## src/rtl/cantx_pkg.sv

```systemverilog
// Shared types and constants for the CAN transmit-buffer loader.
package cantx_pkg;

  localparam int unsigned MAX_DATA_BYTES = 8;
  localparam int unsigned CFG_IDX_W      = 3;

  // configuration register indexes
  localparam logic [CFG_IDX_W-1:0] CFG_WRITE_CMD   = 3'd0;
  localparam logic [CFG_IDX_W-1:0] CFG_MODIFY_CMD  = 3'd1;
  localparam logic [CFG_IDX_W-1:0] CFG_LOAD_CMD    = 3'd2;
  localparam logic [CFG_IDX_W-1:0] CFG_BUF0_ADDR   = 3'd3;
  localparam logic [CFG_IDX_W-1:0] CFG_BUF1_ADDR   = 3'd4;
  localparam logic [CFG_IDX_W-1:0] CFG_BUF2_ADDR   = 3'd5;

  // register reset values
  localparam logic [7:0] RST_WRITE_CMD  = 8'h02;
  localparam logic [7:0] RST_MODIFY_CMD = 8'h05;
  localparam logic [7:0] RST_LOAD_CMD   = 8'h40;
  localparam logic [7:0] RST_BUF0_ADDR  = 8'h30;
  localparam logic [7:0] RST_BUF1_ADDR  = 8'h40;
  localparam logic [7:0] RST_BUF2_ADDR  = 8'h50;

  localparam logic [7:0] STATUS_MASK = 8'h54;
  localparam logic [7:0] RTR_FLAG    = 8'h40;
  localparam logic [7:0] MODIFY_MASK = 8'h03;
  localparam logic [7:0] MODIFY_DATA = 8'h03;
  localparam logic [7:0] TX_REQUEST  = 8'h08;
  localparam logic [1:0] PRIO_TOP    = 2'd3;
  localparam logic [1:0] PRIO_WRAP   = 2'd2;

  typedef enum logic [1:0] {
    BUF0 = 2'd0,
    BUF1 = 2'd1,
    BUF2 = 2'd2
  } buf_t;

  typedef enum logic [6:0] {
    ST_IDLE   = 7'b0000001,
    ST_START  = 7'b0000010,
    ST_RAISE  = 7'b0000100,
    ST_LOAD   = 7'b0001000,
    ST_DATA   = 7'b0010000,
    ST_CTRL   = 7'b0100000,
    ST_REJECT = 7'b1000000
  } state_t;

  typedef struct packed {
    state_t phase;
    logic   load;
    logic   emit;
  } cantx_cmd_t;

  typedef struct packed {
    logic reject;
    logic raise;
    logic no_data;
    logic phase_last;
    logic out_free;
  } cantx_stat_t;

endpackage

```

## src/rtl/cantx_ctrl.sv

```systemverilog
// Sequencer that steps one frame through its SPI transactions.
module cantx_ctrl (
  input  logic                   clk,
  input  logic                   rst,
  input  logic                   in_valid,
  output logic                   in_stall,
  input  cantx_pkg::cantx_stat_t stat,
  output cantx_pkg::cantx_cmd_t  cmd
);
  import cantx_pkg::*;

  state_t state, state_next;
  logic   emitting;

  always_ff @(posedge clk) begin
    if (rst) begin
      state <= ST_IDLE;
    end else begin
      state <= state_next;
    end
  end

  assign emitting = (state == ST_RAISE) || (state == ST_LOAD) || (state == ST_DATA) ||
                    (state == ST_CTRL) || (state == ST_REJECT);

  assign in_stall  = (state != ST_IDLE);
  assign cmd.phase = state;
  assign cmd.load  = (state == ST_IDLE) && in_valid;
  assign cmd.emit  = emitting && stat.out_free;

  always_comb begin
    state_next = state;
    case (state)
      ST_IDLE: begin
        if (in_valid) state_next = ST_START;
      end
      ST_START: begin
        if (stat.reject)     state_next = ST_REJECT;
        else if (stat.raise) state_next = ST_RAISE;
        else                 state_next = ST_LOAD;
      end
      ST_RAISE: begin
        if (cmd.emit && stat.phase_last) state_next = ST_LOAD;
      end
      ST_LOAD: begin
        if (cmd.emit && stat.phase_last) state_next = stat.no_data ? ST_CTRL : ST_DATA;
      end
      ST_DATA: begin
        if (cmd.emit && stat.phase_last) state_next = ST_CTRL;
      end
      ST_CTRL: begin
        if (cmd.emit && stat.phase_last) state_next = ST_IDLE;
      end
      ST_REJECT: begin
        if (cmd.emit) state_next = ST_IDLE;
      end
      default: state_next = ST_IDLE;
    endcase
  end

endmodule

```

## src/rtl/cantx_dpath.sv

```systemverilog
// Frame capture, buffer choice, priority counter, byte mux and output register.
module cantx_dpath (
  input  logic                              clk,
  input  logic                              rst,
  input  logic                              cfg_valid,
  input  logic [cantx_pkg::CFG_IDX_W-1:0]   cfg_index,
  input  logic [7:0]                        cfg_data,
  input  logic [7:0]                        device_status,
  input  logic [28:0]                       frame_id,
  input  logic                              extended_frame,
  input  logic                              remote_request,
  input  logic [3:0]                        length_code,
  input  logic [63:0]                       payload,
  output logic                              out_valid,
  input  logic                              out_stall,
  output logic [7:0]                        spi_byte,
  output logic                              byte_valid,
  output logic                              end_of_select,
  output logic                              accepted,
  output logic                              last,
  input  cantx_pkg::cantx_cmd_t             cmd,
  output cantx_pkg::cantx_stat_t            stat
);
  import cantx_pkg::*;

  logic [7:0]  write_cmd, modify_cmd, load_cmd, buf0_addr, buf1_addr, buf2_addr;
  logic [1:0]  prio, prio_next;
  buf_t        sel, sel_next;
  logic        reject, reject_next, raise, raise_next;
  logic        ext, rtr, no_data;
  logic [3:0]  dlc, len;
  logic [28:0] id;
  logic [63:0] data;
  logic [2:0]  cnt;
  logic [7:0]  status_bits, ctrl_addr, id_b1, id_b2, id_b3, id_b4;
  logic [3:0]  len_in;
  logic [7:0]  byte_d;
  logic        eos_d, bv_d, acc_d, last_d, phase_last;

  // configuration registers
  always_ff @(posedge clk) begin
    if (rst) begin
      write_cmd  <= RST_WRITE_CMD;
      modify_cmd <= RST_MODIFY_CMD;
      load_cmd   <= RST_LOAD_CMD;
      buf0_addr  <= RST_BUF0_ADDR;
      buf1_addr  <= RST_BUF1_ADDR;
      buf2_addr  <= RST_BUF2_ADDR;
    end else if (cfg_valid) begin
      case (cfg_index)
        CFG_WRITE_CMD:  write_cmd  <= cfg_data;
        CFG_MODIFY_CMD: modify_cmd <= cfg_data;
        CFG_LOAD_CMD:   load_cmd   <= cfg_data;
        CFG_BUF0_ADDR:  buf0_addr  <= cfg_data;
        CFG_BUF1_ADDR:  buf1_addr  <= cfg_data;
        CFG_BUF2_ADDR:  buf2_addr  <= cfg_data;
        default: ;
      endcase
    end
  end

  // buffer choice from pending flags of buffers 2,1,0
  assign status_bits = device_status & STATUS_MASK;
  always_comb begin
    sel_next    = BUF2;
    reject_next = 1'b0;
    raise_next  = 1'b0;
    prio_next   = prio;
    case ({status_bits[6], status_bits[4], status_bits[2]})
      3'b000: begin
        sel_next  = BUF2;
        prio_next = PRIO_TOP;
      end
      3'b100, 3'b101: sel_next = BUF1;
      3'b010, 3'b110: sel_next = BUF0;
      3'b001, 3'b011: begin
        sel_next = BUF2;
        if (prio == 2'd0) begin
          raise_next = 1'b1;
          prio_next  = PRIO_WRAP;
        end else begin
          prio_next = prio - 2'd1;
        end
      end
      default: reject_next = 1'b1;
    endcase
  end

  assign len_in = (length_code > 4'(MAX_DATA_BYTES)) ? 4'(MAX_DATA_BYTES) : length_code;

  always_ff @(posedge clk) begin
    if (rst) begin
      prio   <= PRIO_TOP;
      reject <= 1'b0;
      raise  <= 1'b0;
    end else if (cmd.load) begin
      reject <= reject_next;
      raise  <= raise_next;
      if (!reject_next) prio <= prio_next;
    end
  end

  always_ff @(posedge clk) begin
    if (cmd.load) begin
      sel     <= sel_next;
      ext     <= extended_frame;
      rtr     <= remote_request;
      dlc     <= length_code;
      len     <= len_in;
      no_data <= remote_request || (len_in == 4'd0);
      id      <= frame_id;
      data    <= payload;
    end
  end

  // byte position within the current transaction group
  always_ff @(posedge clk) begin
    if (rst || cmd.load) begin
      cnt <= '0;
    end else if (cmd.emit) begin
      cnt <= phase_last ? 3'd0 : cnt + 3'd1;
    end
  end

  always_comb begin
    case (cmd.phase)
      ST_RAISE:  phase_last = (cnt == 3'd7);
      ST_LOAD:   phase_last = (cnt == 3'd5);
      ST_DATA:   phase_last = ({1'b0, cnt} == len - 4'd1);
      ST_CTRL:   phase_last = (cnt == 3'd2);
      ST_REJECT: phase_last = 1'b1;
      default:   phase_last = 1'b0;
    endcase
  end

  always_comb begin
    case (sel)
      BUF0:    ctrl_addr = buf0_addr;
      BUF1:    ctrl_addr = buf1_addr;
      default: ctrl_addr = buf2_addr;
    endcase
  end

  // identifier packing: extended splits SID/EID, standard puts 11 bits in the top two
  always_comb begin
    if (ext) begin
      id_b1 = id[28:21];
      id_b2 = {id[20:18], 1'b0, 1'b1, 1'b0, id[17:16]};
      id_b3 = id[15:8];
      id_b4 = id[7:0];
    end else begin
      id_b1 = id[10:3];
      id_b2 = {id[2:0], 5'b0};
      id_b3 = 8'h00;
      id_b4 = 8'h00;
    end
  end

  always_comb begin
    byte_d = 8'h00;
    eos_d  = 1'b0;
    bv_d   = 1'b1;
    acc_d  = 1'b1;
    last_d = 1'b0;
    case (cmd.phase)
      ST_RAISE: begin
        case (cnt[1:0])
          2'd0:    byte_d = modify_cmd;
          2'd1:    byte_d = cnt[2] ? buf0_addr : buf1_addr;
          2'd2:    byte_d = MODIFY_MASK;
          default: byte_d = MODIFY_DATA;
        endcase
        eos_d = (cnt[1:0] == 2'd3);
      end
      ST_LOAD: begin
        case (cnt)
          3'd0:    byte_d = load_cmd | {5'b0, sel, 1'b0};
          3'd1:    byte_d = id_b1;
          3'd2:    byte_d = id_b2;
          3'd3:    byte_d = id_b3;
          3'd4:    byte_d = id_b4;
          default: byte_d = rtr ? ({4'b0, dlc} | RTR_FLAG) : {4'b0, dlc};
        endcase
        eos_d = phase_last && no_data;
      end
      ST_DATA: begin
        byte_d = data[{cnt, 3'b000} +: 8];
        eos_d  = phase_last;
      end
      ST_CTRL: begin
        case (cnt)
          3'd0:    byte_d = write_cmd;
          3'd1:    byte_d = ctrl_addr;
          default: byte_d = {6'b0, prio} | TX_REQUEST;
        endcase
        eos_d  = phase_last;
        last_d = phase_last;
      end
      ST_REJECT: begin
        bv_d   = 1'b0;
        acc_d  = 1'b0;
        last_d = 1'b1;
      end
      default: begin
        bv_d  = 1'b0;
        acc_d = 1'b0;
      end
    endcase
  end

  // output register parts the sequencer from the downstream stall
  always_ff @(posedge clk) begin
    if (rst) begin
      out_valid <= 1'b0;
    end else if (cmd.emit) begin
      out_valid <= 1'b1;
    end else if (!out_stall) begin
      out_valid <= 1'b0;
    end
  end

  always_ff @(posedge clk) begin
    if (cmd.emit) begin
      spi_byte      <= byte_d;
      byte_valid    <= bv_d;
      end_of_select <= eos_d;
      accepted      <= acc_d;
      last          <= last_d;
    end
  end

  assign stat.reject     = reject;
  assign stat.raise      = raise;
  assign stat.no_data    = no_data;
  assign stat.phase_last = phase_last;
  assign stat.out_free   = !out_valid || !out_stall;

endmodule

```

## src/rtl/can_tx_buffer_pick_and_load.sv

```systemverilog
// Top level of the CAN transmit-buffer picker and SPI byte-stream loader.
// Each accepted request (a CAN frame plus the controller status byte) picks a
// free transmit buffer and produces the SPI bytes that load and launch it, one
// result per byte: 9 to 25 bytes for an accepted frame, or one rejection
// result when all three buffers are pending. Each request is accepted, then its
// buffer is decided, and then the sequencer places one result per cycle into the
// output register whenever the output is not stalled. The next request is taken
// as soon as the final byte sits in the output register. Configuration registers
// are always ready and must only be written while the block is idle.
module can_tx_buffer_pick_and_load (
  input  logic                             clk,
  input  logic                             rst,
  input  logic                             cfg_valid,
  output logic                             cfg_ready,
  input  logic [cantx_pkg::CFG_IDX_W-1:0]  cfg_index,
  input  logic [7:0]                       cfg_data,
  input  logic                             in_valid,
  output logic                             in_stall,
  input  logic [7:0]                       device_status,
  input  logic [28:0]                      frame_id,
  input  logic                             extended_frame,
  input  logic                             remote_request,
  input  logic [3:0]                       length_code,
  input  logic [63:0]                      payload,
  output logic                             out_valid,
  input  logic                             out_stall,
  output logic [7:0]                       spi_byte,
  output logic                             byte_valid,
  output logic                             end_of_select,
  output logic                             accepted,
  output logic                             last
);
  import cantx_pkg::*;

  cantx_cmd_t  cmd;
  cantx_stat_t stat;

  assign cfg_ready = 1'b1;

  cantx_ctrl u_ctrl (
    .clk      (clk),
    .rst      (rst),
    .in_valid (in_valid),
    .in_stall (in_stall),
    .stat     (stat),
    .cmd      (cmd)
  );

  cantx_dpath u_dpath (
    .clk            (clk),
    .rst            (rst),
    .cfg_valid      (cfg_valid),
    .cfg_index      (cfg_index),
    .cfg_data       (cfg_data),
    .device_status  (device_status),
    .frame_id       (frame_id),
    .extended_frame (extended_frame),
    .remote_request (remote_request),
    .length_code    (length_code),
    .payload        (payload),
    .out_valid      (out_valid),
    .out_stall      (out_stall),
    .spi_byte       (spi_byte),
    .byte_valid     (byte_valid),
    .end_of_select  (end_of_select),
    .accepted       (accepted),
    .last           (last),
    .cmd            (cmd),
    .stat           (stat)
  );

endmodule

```

## config.mk

```make
export PLATFORM = sky130hd
export DESIGN_NAME = can_tx_buffer_pick_and_load
export DESIGN_NICKNAME = d
export VERILOG_FILES = /design/src/rtl/cantx_pkg.sv /design/src/rtl/cantx_ctrl.sv /design/src/rtl/cantx_dpath.sv /design/src/rtl/can_tx_buffer_pick_and_load.sv
export SDC_FILE = /design/constraint.sdc
export NUM_CORES = 1
export LEC_CHECK = 0
export BUFFER_PORTS_ARGS = -buffer_cell sky130_fd_sc_hd__buf_2
export CORE_ASPECT_RATIO = 0.6
export CORE_MARGIN = 2
export CORE_UTILIZATION = 30
export CTS_CLUSTER_SIZE = 20
export DETAILED_ROUTE_END_ITERATION = 12
export PLACE_DENSITY_LB_ADDON = 0.2
export RECOVER_POWER = 50
export SETUP_SLACK_MARGIN = 0.1
export SLEW_MARGIN = 20
export SYNTH_ARGS = -nofsm -noshare
export SYNTH_HDL_FRONTEND = slang
export SYNTH_SLANG_ARGS = --single-unit
```

## constraint.sdc

```tcl
create_clock -name clk -period 4.8 [get_ports clk]
set_input_delay 1.44 -clock clk [delete_from_list [all_inputs] [get_ports clk]]
set_output_delay 1.44 -clock clk [all_outputs]
set_load 0.05 [all_outputs]
```

== After elaboration in Yosys (flattened, before gate mapping) ==
Cells that the tools add are included.
W data, S select, Z words.

* Register bits after elaboration: 180
* Input port bits: 123
* Output and inout port bits: 15
* Logic and storage cells: 136

* $add $sub $neg: 3
* Order comparisons: 1
* Eq/ne operators: 36
* Shift operators: 1
* Multiplexer cells: 35
* Bitwise logic cells: 1
* Reduce and logical (&&, ||, !) cells: 35

{| class="wikitable"
|+ Operators by type and width
! kind !! count
|-
| $shiftx A64 B7 Y8 || 1
|-
| $mux W7 || 8
|-
| $pmux W7 S7 || 1
|-
| $pmux W8 S2 || 3
|-
| $mux W8 || 5
|-
| $pmux W8 S5 || 1
|-
| $pmux W8 S4 || 1
|-
| $eq A3 B3 Y1 const B || 8
|-
| $eq A3 B2 Y1 const B || 6
|-
| $reduce_and A2 Y1 || 6
|-
| $ne A2 B2 Y1 const B || 5
|-
| $eq A3 B1 Y1 const B || 3
|-
| $logic_not A3 Y1 || 3
|-
| $mux W4 || 2
|-
| $or A8 B3 Y8 || 1
|-
| $pmux W2 S2 || 2
|-
| $reduce_or A2 Y1 || 4
|-
| $eq A7 B1 Y1 const B || 1
|-
| $eq A7 B2 Y1 const B || 1
|-
| $eq A7 B3 Y1 const B || 1
|-
| $eq A7 B4 Y1 const B || 1
|-
| $eq A7 B5 Y1 const B || 1
|-
| $eq A7 B6 Y1 const B || 1
|-
| $eq A7 B7 Y1 const B || 1
|-
| 26 further kinds || 45
|}

== Depth between registers and ports, before layout ==
Gate-level depths: netlist of run 1.

* Word-level depth: 9
* Gate-level depth with buffers: 12
* Depth with buffers taken out: 8

== Cells and area by module ==
A second synthesis of run 1 with hierarchy kept.

* Cells, all modules: 713
* Area, all modules: 8,070.2 um^2

{| class="wikitable"
|+ Modules (own cells, without submodules)
! module !! times used !! cells each !! area each (um^2) !! seq. area each (um^2)
|-
| cantx_dpath || 1 || 643 || 7,514.7 || 4,634.4
|-
| cantx_ctrl || 1 || 68 || 544.3 || 140.1
|-
| can_tx_buffer_pick_and_load || 1 || 2 || 11.3 || 0.0
|}

== Worst setup path before layout of run 1 ==
OpenSTA, ideal clock, no wires.

* Path kind: input -> register
* Start point: input in_valid
* End point: register u_dpath.data[0], enable pin
* Data arrival time: 3.776 ns
* Data required time: 4.340 ns
* Path slack: 0.564 ns
* Stages on the path: 2
* Path through: nand4_1 inv_1

{| class="wikitable"
|+ RTL lines
! element !! line !! text
|-
| from (decl) || can_tx_buffer_pick_and_load.sv:17 || <nowiki>input logic in_valid,</nowiki>
|-
| to (signal assigned) || cantx_dpath.sv:112 || <nowiki>data <= payload;</nowiki>
|-
| to (decl) || cantx_dpath.sv:33 || <nowiki>logic [63:0] data;</nowiki>
|}

==> parameters.txt, run 1 <==
Parameter                              Value

Synthesis
  Top cells by area in the synthesized netlist ... edfxtp_1 44%, dfxtp_1 16%, nand2_1 6.2%, mux4_2 4.5%, a21oi_1 4.3%
  Synthesized Nets ... around 800
  Average size of a mapped cell ... roughly 12 um2
  Unique cell type count in the Yosys netlist ... just under 70
  Post-synthesis instance total ... roughly 700
  Fraction of post-synthesis cell area in the top cell type by area ... a little over two fifths
  Register bit total from synthesis ... between 150 and 200
  Yosys top cell by area ... edfxtp_1
  Yosys warnings ... 0
  Number of flops mapped to enable cells by yosys ... about 120
  Total standard cell area after synthesis ... between 7000 and 8000 um2
  Synth async-reset ratio ... 0%
  Share of the yosys chip area belonging to registers ... about three fifths
  Flip-flop cell with the highest count after synthesis ... edfxtp_1

Setup path
  Required time reported for the critical path endpoint ... 4970 ps
  Endpoint kind of the worst setup timing path ... flip-flop
  Crit path arrival time ... 3990 ps
  Crit path max fanout ... 56
  Class of the most critical setup path ... input port to flip-flop
  Launching element type of the critical path ... input port

Die
  Die ar. ... approximately 28000 um2
  Horiz. Die Dim ... about 210 um
  Count of pins on the block boundary ... roughly 140
  Total core area ... 26300 um2
  Standard-cell rows ... 46
  Initial Utilization ... a little under a third
  Vertical die dimension ... roughly 130 um

CTS
  Clock transition at the registers of the reported paths ... ~70 ps
  Post-CTS Resized ... 0
  CTS Sinks ... 180
  Buffer depth of the longest clock path ... 2
  Cell chosen for the clock root ... clkbuf_16
  Number of H-tree branching levels ... 4
  Clock insertion delay at the later pin of the skew report ... 450 ps
  Hold buffer count at CTS ... 0
  Post CTS Setup Buffer Count ... 0
  Number of buffers added by the clock tree synthesis step ... 17
  CTS tree ... yes

Timing
  Worst clock skew on the final layout ... around 7.8 ps
  Max Clk Rate ... approximately 260 MHz
  Count of endpoints failing hold in the final timing report ... 0
  Fin worst setup slack ... just under 1000 ps
  Final setup fails ... 0
  Slew @ Worst Pin ... ~2600 ps
  Total negative setup slack ... 0 ps
  Setup repair after global routing missed its margin ... no
  Tcrit/Tclk final ... 79.7%
  Final min period ... 3830 ps
  Max-slew violation count ... 94
  Worst slew margin relative to its limit ... -70.7%

Final layout
  Final Non-Filler Cells ... ~1200
  Post-route standard cell area excluding fillers ... roughly 9600 um2
  Antenna Cells ... 0
  Number of fillers in the final layout ... 2683
  Share of final-layout standard cells stronger than drive strength 1 ... between 20% and 30%
  Most frequent standard cell in the layout excluding fill and tap cells ... nand2_1
  Layout Area Growth over Synthesis ... 19.5%
  Util after Layout ... between 30 and 40%
  # nets final ... roughly 930
  Commonest non-fill, non-tap cells in the layout ... 132 x nand2_1, 117 x edfxtp_1, 115 x buf_2

Detailed routing
  Final wirelength ... between 20 and 25 mm
  Antenna Nets Post-Route ... 0
  Vias after detailed routing ... 5882
  Vias per cell ... ~5
  DRC Markers ... 0
  Number of design-rule violations left by the first detailed-router iteration ... between 500 and 600
  Total iterations of the first detailed-routing run ... 6
  Detail-routed net length per standard cell ... roughly 19 um

GRT
  Number of global-route vias before repair ... between 5000 and 6000
  Largest net degree at the start of global routing ... 58
  Aggregate global-route resource usage ... approximately 17%
  Global-route wire length before repair ... around 35 mm
  Antenna violations before repair ... 0
  Leftover overflow at the end of global routing ... 0

Place
  Number of buffer cells added on primary ports ... roughly 130
  Post-placement cell area ... about 9000 um2
  Post-placement setup slack ... about 1500 ps
  Last weighted congestion value of the routability-driven placer ... ~0.79
  Post-placement cell count ... 1144
  DPL Wire Length ... approximately 16 mm

Worst hold path
  Type of the worst min-delay path ... flip-flop to flip-flop

Run
  Count of maximum capacitance violations ... 2

Pwr
  Cell leakage power ... roughly 3.4 nW
  Power density cells ... 481 nW/um2
  Peak VDD IR ... roughly 0.3 mV

Run status
  Run status ... finished with violations
  Violated checks ... capacitance limit, slew limit
[stage by stage]
step	total power, mW	hold slack [ps]
global route	4.82	479
CTS	4.63	455
finish	4.60	452
floorplan	2.86	433
detailed placement	3.18	445
global placement	3.19	441
[cell usage after synthesis (13+ instances only)]
cell,count
nand2_1,132
edfxtp_1,117
a21oi_1,68
dfxtp_1,63
clkbuf_1,30
o21ai_0,24
a22oi_1,23
nor2_1,20
mux4_2,16
inv_1,15
nor2b_1,15
mux2i_1,13
[final cells by class]
cell class | instances | area, um2 | area share (%)
Timing Repair Buffer | 140 | 712 | 7.45
Clock inverter | 15 | 169 | 1.77
Sequential cell | 180 | 4770 | 50.0
Tap cell | 360 | 450 | 4.72
Multi-Input combinational cell | 449 | 2960 | 31.0
Clock buffer | 17 | 425 | 4.45
Inverter | 15 | 57.6 | 0.603
[report_power, final]
| part | total (mW) | internal [mW] | switching, mW |
|---|---|---|---|
| Sequential | 2.22 | 2.04 | 0.179 |
| Clock | 1.44 | 0.780 | 0.661 |
| Combinational | 0.936 | 0.324 | 0.612 |
[worst max-delay path: stages]
cell        delay, ps
clkbuf_1          110
nand4_1           280
clkinvlp_2       1390
buf_12            690
[worst paths after layout]
kind                             from                  end  slack, ps  cells after the start
setup / recovery             in_valid       u_dpath.id[21]        970                      4
hold / removal    u_dpath.load_cmd[1]  u_dpath.load_cmd[1]        450                      2
setup reg to reg      u_ctrl.state[5]       u_dpath.id[21]       1240                      4
hold reg to reg   u_dpath.load_cmd[1]  u_dpath.load_cmd[1]        450                      2
[cell families after synthesis]
kind of cell | count (synthesis) | share of synthesized area, %
and+or+nand+nor | 232 | 14.1
DFF | 180 | 59.7
AOI/OAI and AO/OA | 165 | 13.7
buffers and inverters | 60 | 3.18
muxes | 40 | 7.69
adders and majority gates | 8 | 1.25
xor gates and xnor gates | 3 | 0.329
other | 1 | 0.0469
[state kept, by name, indices dropped and copies added, names as in the netlist, 2 cells and up]
name	count
u_dpath.len	4
u_dpath.data	64
u_dpath.buf1_addr	8
u_dpath.spi_byte	8
u_dpath.sel	2
u_dpath.buf0_addr	8
u_dpath.load_cmd	8
u_dpath.cnt	3
u_dpath.buf2_addr	8
u_dpath.id	29
u_ctrl.state	7
u_dpath.dlc	4
u_dpath.modify_cmd	8
u_dpath.write_cmd	8
u_dpath.prio	2
[per-layer routing]
metal | up-vias | track usage [%] | wire, um
met3 | 23 | 3.43 | 1320
met5 | - | 0 | 0
li1 | 2781 | - | -
met4 | 0 | 5.43 | 290
met1 | 2900 | 26.2 | 12200
met2 | 178 | 23.1 | 9090
Note: power is estimated with default switching activity, not from simulation.
==> run 2, diff against run 1 <==
Clock period 4.8 ns to 3.5 ns, I/O delays scaled along.
==> run 2 against run 1 <==
The flow now finishes without violations; die area unchanged; largest power group unchanged; critical endpoint is now u_dpath.spi_byte[2]; via count rose by 0.12%; total power rose by 37%; clock-buffer cell count did not move.
==> parameters.txt, run 2 (synthesized netlist as in run 1, its figures left out) <==
Parameter                              Value

Setup path
  Crit path max fanout ... 16 (-71%)
  Crit path capture ... u_dpath.spi_byte[2]
  Endpoint kind of the worst setup timing path ... flip-flop
  Worst setup path start ... u_dpath.cnt[1]
  Launching element type of the critical path ... flip-flop
  Count of cells along the worst register-to-register path ... 11 (+7)
  RR Endpoint ... u_dpath.spi_byte[2]
  Required time reported for the critical path endpoint ... 3700 ps (-1270 ps)
  Worst flop-to-flop path startpoint ... u_dpath.cnt[1]
  Setup slack on the worst flop-to-flop path ... 690 ps (-550 ps)
  Class of the most critical setup path ... flip-flop to flip-flop
  Crit path arrival time ... 3010 ps (-980 ps)

Timing
  Max Clk Rate ... about 360 MHz
  Count of endpoints failing hold in the final timing report ... 0 (unchanged)
  Tcrit/Tclk final ... 80.2%
  Total negative setup slack ... 0 ps (unchanged)
  Worst slew margin relative to its limit ... 43.7% (+110 points)
  Slew @ Worst Pin ... 842 ps (-1720 ps)
  Final setup fails ... 0 (unchanged)
  Setup repair after global routing missed its margin ... no
  Final min period ... about 2800 ps
  Worst clock skew on the final layout ... 11.1 ps (+3.31 ps)
  Max-slew violation count ... 0 (-100%)

Worst hold path
  Type of the worst min-delay path ... flip-flop to flip-flop
  HP Start ... u_dpath.modify_cmd[6]

GRT
  Antenna violations before repair ... 0 (unchanged)
  Largest net degree at the start of global routing ... 91 (+57%)
  Number of global-route vias before repair ... 5757 (+0.96%)
  Aggregate global-route resource usage ... 16.7% (-0.21 points)
  Leftover overflow at the end of global routing ... 0 (unchanged)
  Global-route wire length before repair ... 34.4 mm (-1.5%)

CTS
  Hold buffer count at CTS ... 0 (unchanged)
  CTS tree ... yes
  Buffer depth of the longest clock path ... 2 (unchanged)
  Post CTS Setup Buffer Count ... 0 (unchanged)
  Number of H-tree branching levels ... 4 (unchanged)
  Cell chosen for the clock root ... clkbuf_16
  CTS Sinks ... 180 (unchanged)
  Number of buffers added by the clock tree synthesis step ... 17 (unchanged)
  Post-CTS Resized ... 0 (unchanged)
  Clock insertion delay at the later pin of the skew report ... 440 ps (about the same)
  Clock transition at the registers of the reported paths ... 70 ps (about the same)

Run status
  Run status ... finished clean

Detailed routing
  Number of design-rule violations left by the first detailed-router iteration ... 560 (+1.6%)
  DRC Markers ... 0 (unchanged)
  Vias after detailed routing ... 5889 (+0.12%)
  Detail-routed net length per standard cell ... 19.2 um (-1.5%)
  Antenna Nets Post-Route ... 0 (unchanged)
  Final wirelength ... 22.6 mm (-1.0%)
  Vias per cell ... 4.98 (-0.39%)
  Total iterations of the first detailed-routing run ... 4 (-2)

Run
  Count of maximum capacitance violations ... 0 (-2)

Final layout
  Antenna Cells ... 0 (unchanged)
  Util after Layout ... 36.5% (+0.18 points)
  Layout Area Growth over Synthesis ... 20.1%
  Share of final-layout standard cells stronger than drive strength 1 ... 24.3% (-0.18 points)
  # nets final ... 940 (+0.64%)
  Commonest non-fill, non-tap cells in the layout ... 132 x nand2_1, 117 x edfxtp_1, 111 x buf_2
  Most frequent standard cell in the layout excluding fill and tap cells ... nand2_1
  Largest registers ... u_dpath.data x64, u_dpath.id x29
  Max FFs per register ... 64 (unchanged)
  Top reg by flops ... u_dpath.data

Pwr
  Int Power ... 4.37 mW (+39%)
  Peak VDD IR ... 0.376 mV (+25%)
  Sequential power share ... 47.8% (-0.5 points)
  Power density cells ... 657 nW/um2 (+37%)
  Net switching component of the power ... 1.94 mW (+34%)
  Fraction of power consumed by combinational cells ... 20.5% (about the same)
  Clk pwr share ... 31.7% (+0.3 points)
  Cell leakage power ... 3.46 nW (+0.82%)
  Sw Ratio ... 30.8% (-0.84 points)

Die
  Initial Utilization ... 30.4% (unchanged)
  Count of pins on the block boundary ... 138 (unchanged)
  Standard-cell rows ... 46 (unchanged)
  Vertical die dimension ... 130 um (unchanged)
  Die ar. ... 28000 um2 (unchanged)
  Total core area ... 26300 um2 (unchanged)
  Horiz. Die Dim ... 215 um (unchanged)

Place
  Last weighted congestion value of the routability-driven placer ... 0.821 (+4.1%)
  DPL Wire Length ... 16.2 mm (+0.61%)
  Number of buffer cells added on primary ports ... 131 (unchanged)
## run 2: cell count changes in the layout (fill, tap and decap cells not counted), sizes merged
cell,delta
buf,+2
clkbuf,+4
clkinvlp,-2
inv,-2
bufinv,+1
clkinv,+3
## run 2: how the worst min path moves through the flow
| stage | slack, ps | to | cells past startpoint |
|---|---|---|---|
| detailed placement | 440 | u_dpath.load_cmd[1] | 2 |
| global route | 470 | u_dpath.load_cmd[1] | 2 |
| floorplan | 430 | u_dpath.load_cmd[1] | 2 |
| global placement | 440 | u_dpath.load_cmd[1] | 2 |
| CTS | 450 | u_dpath.load_cmd[1] | 2 |
| finish | 450 | u_dpath.modify_cmd[6] | 2 |
## run 2: metrics by stage
stage	hold slack [ps]	worst slack [ps]	cells	instance area, um2	total power, mW
after CTS	453	693	1182	9630	6.38
after floorplan	433	201	689	8000	3.91
after global routing	470	436	1182	9600	6.62
final	455	693	1182	9600	6.31
after detailed placement	443	770	1150	9030	4.37
after global placement	440	811	1150	9030	4.38
## run 2: power groups by stage
stage	sequential [mW]	combinational [mW]	clock (mW)
3_3_place_gp	3.06	1.32	0
3_5_place_dp	3.05	1.32	0
2_1_floorplan	2.99	0.925	0
5_1_grt	3.06	1.43	2.13
4_1_cts	3.02	1.32	2.05
6_report	3.01	1.30	2.00
## run 2: layer usage
layer	share of wire, %	track usage, %
met5	0	0
met4	1.1	4.66
met3	6.5	4.93
met2	40	22.9
met1	52	25.0
## run 2: worst max-delay path, cell delays in order (launching register included)
cell,delay [ps]
dfxtp_1,330
buf_4,230
inv_1,90
ha_1,180
buf_4,200
nor2b_1,150
buf_4,190
a222oi_1,320
nor2_1,70
a21oi_1,320
a31oi_1,160
a211o_1,330
## run 2: layout make-up
class	instances	area, um2
Sequential cell	180	4770
Clock inverter	15	176
Inverter	15	57.6
Clock buffer	17	425
Fill cell	2651	16700
Multi-Input combinational cell	449	2960
Tap cell	360	450
Timing Repair Buffer	146	752
==> run 3, diff against run 2 <==
Clock period 3.5 ns to 2.4 ns, I/O delays scaled along.
==> run 3 against run 2 <==
Combinational power rose by 68%; fmax rose by 27%; critical path depth fell by 4; utilization rose by 1.2 points; sequential share of layout area fell by 1.5 points; clock skew fell by 1.2 ps; worst setup slack got worse by 500 ps; critical path type unchanged; largest power group unchanged.
==> parameters.txt, run 3 (synthesized netlist as in run 1, its figures left out) <==
Parameter                              Value

Detailed routing
  Antenna Nets Post-Route ... 0 (unchanged)
  Number of design-rule violations left by the first detailed-router iteration ... 537 (-4.1%)
  Vias per cell ... 4.95 (-0.64%)
  Total iterations of the first detailed-routing run ... 5 (+1)
  Detail-routed net length per standard cell ... 18.7 um (-2.3%)
  Final wirelength ... 22.7 mm (+0.23%)
  Vias after detailed routing ... 6005 (+2.0%)
  DRC Markers ... 0 (unchanged)

Timing
  Max-slew violation count ... 0 (unchanged)
  Final setup fails ... 0 (unchanged)
  Worst slew margin relative to its limit ... 59.0% (+15 points)
  Total negative setup slack ... 0 ps (unchanged)
  Setup repair after global routing missed its margin ... yes
  Final min period ... 2210 ps (-596 ps)
  Worst clock skew on the final layout ... 9.91 ps (-1.19 ps)
  Count of endpoints failing hold in the final timing report ... 0 (unchanged)
  Slew @ Worst Pin ... 616 ps (-227 ps)
  Tcrit/Tclk final ... 92.1% (+12 points)
  Max Clk Rate ... 452 MHz (+27%)

Final layout
  Register area ... 4780 um2 (+0.10%)
  Most frequent standard cell in the layout excluding fill and tap cells ... nand2_1
  Max FFs per register ... 64 (unchanged)
  Combined area of the multi-input logic cells ... 3020 um2 (+1.8%)
  Final Non-Filler Cells ... 1213 (+2.6%)
  Antenna Cells ... 0 (unchanged)
  Top reg by flops ... u_dpath.data
  # nets final ... 971 (+3.3%)
  Number of fillers in the final layout ... 2633 (-0.68%)
  Commonest non-fill, non-tap cells in the layout ... 132 x nand2_1, 117 x edfxtp_1, 112 x buf_2
  Largest registers ... u_dpath.data x64, u_dpath.id x29
  Share of final-layout standard cells stronger than drive strength 1 ... 29.2% (+4.9 points)
  Layout Area Growth over Synthesis ... 24.1%

Setup path
  Series of cell instances along the critical path ... or4_1, a311oi_2, a2bb2oi_2, buf_4, o211a_4, nor2_4, a211o_1
  Crit path max fanout ... 4 (-12)
  Number of buffers and inverters on the critical path ... 1 (-3)
  Required time reported for the critical path endpoint ... 2730 ps (-970 ps)
  Class of the most critical setup path ... flip-flop to flip-flop
  Crit path arrival time ... 2540 ps (-470 ps)
  Kind of cell adding the most delay to the critical path ... compound AO/OA/AOI/OAI gates
  Delay contributed by the slowest stage of the critical path ... 570 ps (+240 ps)
  Endpoint kind of the worst setup timing path ... flip-flop
  Cell type of the slowest stage on the worst timing path ... or4_1
  Launching element type of the critical path ... flip-flop

Run status
  Run status ... finished clean

Pwr
  Power density cells ... 952 nW/um2 (+45%)
  Cell leakage power ... 3.65 nW (+5.5%)
  Peak VDD IR ... 0.608 mV (+62%)

Place
  Number of buffer cells added on primary ports ... 131 (unchanged)
  DPL Wire Length ... 16.7 mm (+3.1%)
  Last weighted congestion value of the routability-driven placer ... 0.793 (-3.4%)
  Post-placement cell count ... 1177 (+2.3%)

GRT
  Aggregate global-route resource usage ... 16.8% (+0.10 points)
  Leftover overflow at the end of global routing ... 0 (unchanged)
  Largest net degree at the start of global routing ... 63 (-31%)
  Global-route wire length before repair ... 34.8 mm (+1.1%)
  Number of global-route vias before repair ... 5795 (+0.66%)
  Antenna violations before repair ... 0 (unchanged)

CTS
  CTS tree ... yes
  Buffer depth of the longest clock path ... 2 (unchanged)
  Clock insertion delay at the later pin of the skew report ... 440 ps (about the same)
  Hold buffer count at CTS ... 0 (unchanged)
  Number of buffers added by the clock tree synthesis step ... 17 (unchanged)
  Number of H-tree branching levels ... 4 (unchanged)
  Clock transition at the registers of the reported paths ... 70 ps (about the same)
  CTS Sinks ... 180 (unchanged)
  Cell chosen for the clock root ... clkbuf_16

Die
  Vertical die dimension ... 130 um (unchanged)
  Die ar. ... 28000 um2 (unchanged)
  Standard-cell rows ... 46 (unchanged)
  Count of pins on the block boundary ... 138 (unchanged)
  Initial Utilization ... 30.4% (unchanged)
  Total core area ... 26300 um2 (unchanged)
  Horiz. Die Dim ... 215 um (unchanged)

Run
  Count of maximum capacitance violations ... 0 (unchanged)

Worst hold path
  Type of the worst min-delay path ... input port to flip-flop
==> run 3: changes by cell type in the layout (fill, tap and decap cells not counted), sizes merged <==
cell / change
clkbuf: -3
buf: +34
==> run 3: area by class of cell <==
type	instances	share of cell area, %
Clock buffer	17	4.29
Clock inverter	15	1.78
Multi-Input combinational cell	449	30.4
Timing Repair Buffer	177	10.2
Inverter	15	0.606
Tap cell	360	4.54
Sequential cell	180	48.2
==> run 3: per-stage QoR <==
stage | total power [mW] | util [%] | hold WS [ps] | cell area [um2] | worst slack (ps)
after floorplan | 5.71 | - | 433 | 8030 | -569
after global placement | 6.52 | 35.1 | 439 | 9250 | 65.8
after detailed placement | 6.51 | 35.1 | 445 | 9250 | 52.5
after CTS | 9.48 | 37.5 | 427 | 9870 | 108
after global routing | 9.93 | 37.7 | 421 | 9920 | 63.4
final | 9.45 | 37.7 | 453 | 9920 | 188
==> run 3: where the power goes <==
part	switching, mW	total (mW)	internal [mW]
clock network	1.25	2.90	1.65
logic	1.35	2.19	0.831
registers	0.296	4.36	4.06
==> run 3: final timing paths <==
path	depth (start not counted)	slack [ps]	endpoint	startpoint
hold / removal	1	450	u_dpath.data[3]	payload[3]
setup reg to reg	7	190	u_ctrl.state[0]	u_dpath.len[0]
setup / recovery	7	190	u_ctrl.state[0]	u_dpath.len[0]
hold reg to reg	2	450	u_dpath.load_cmd[2]	u_dpath.load_cmd[2]
==> run 3: worst reg2reg max path: stages (launching register included) <==
cell and delay (ps):
edfxtp_1 410, or4_1 570, a311oi_2 300, a2bb2oi_2 180, buf_4 140, o211a_4 190
nor2_4 60, a211o_1 260
==> run 3: timing repair <==
item | 4_1_cts | 5_1_grt
gates resized for setup | 6 | 14
cloned | 0 | 0
buffers inserted | 1 | 3
endpoints found under the setup margin | 6 | 26
pin swaps | 2 | 1
==> run 3: metal layers <==
metal,routed length [um],GRT usage [%],vias to the layer above
li1,-,-,2868
met1,11900,25.8,2939
met2,8990,22.7,181
met3,1530,4.61,17
met4,230,4.37,0
met5,0,0,-
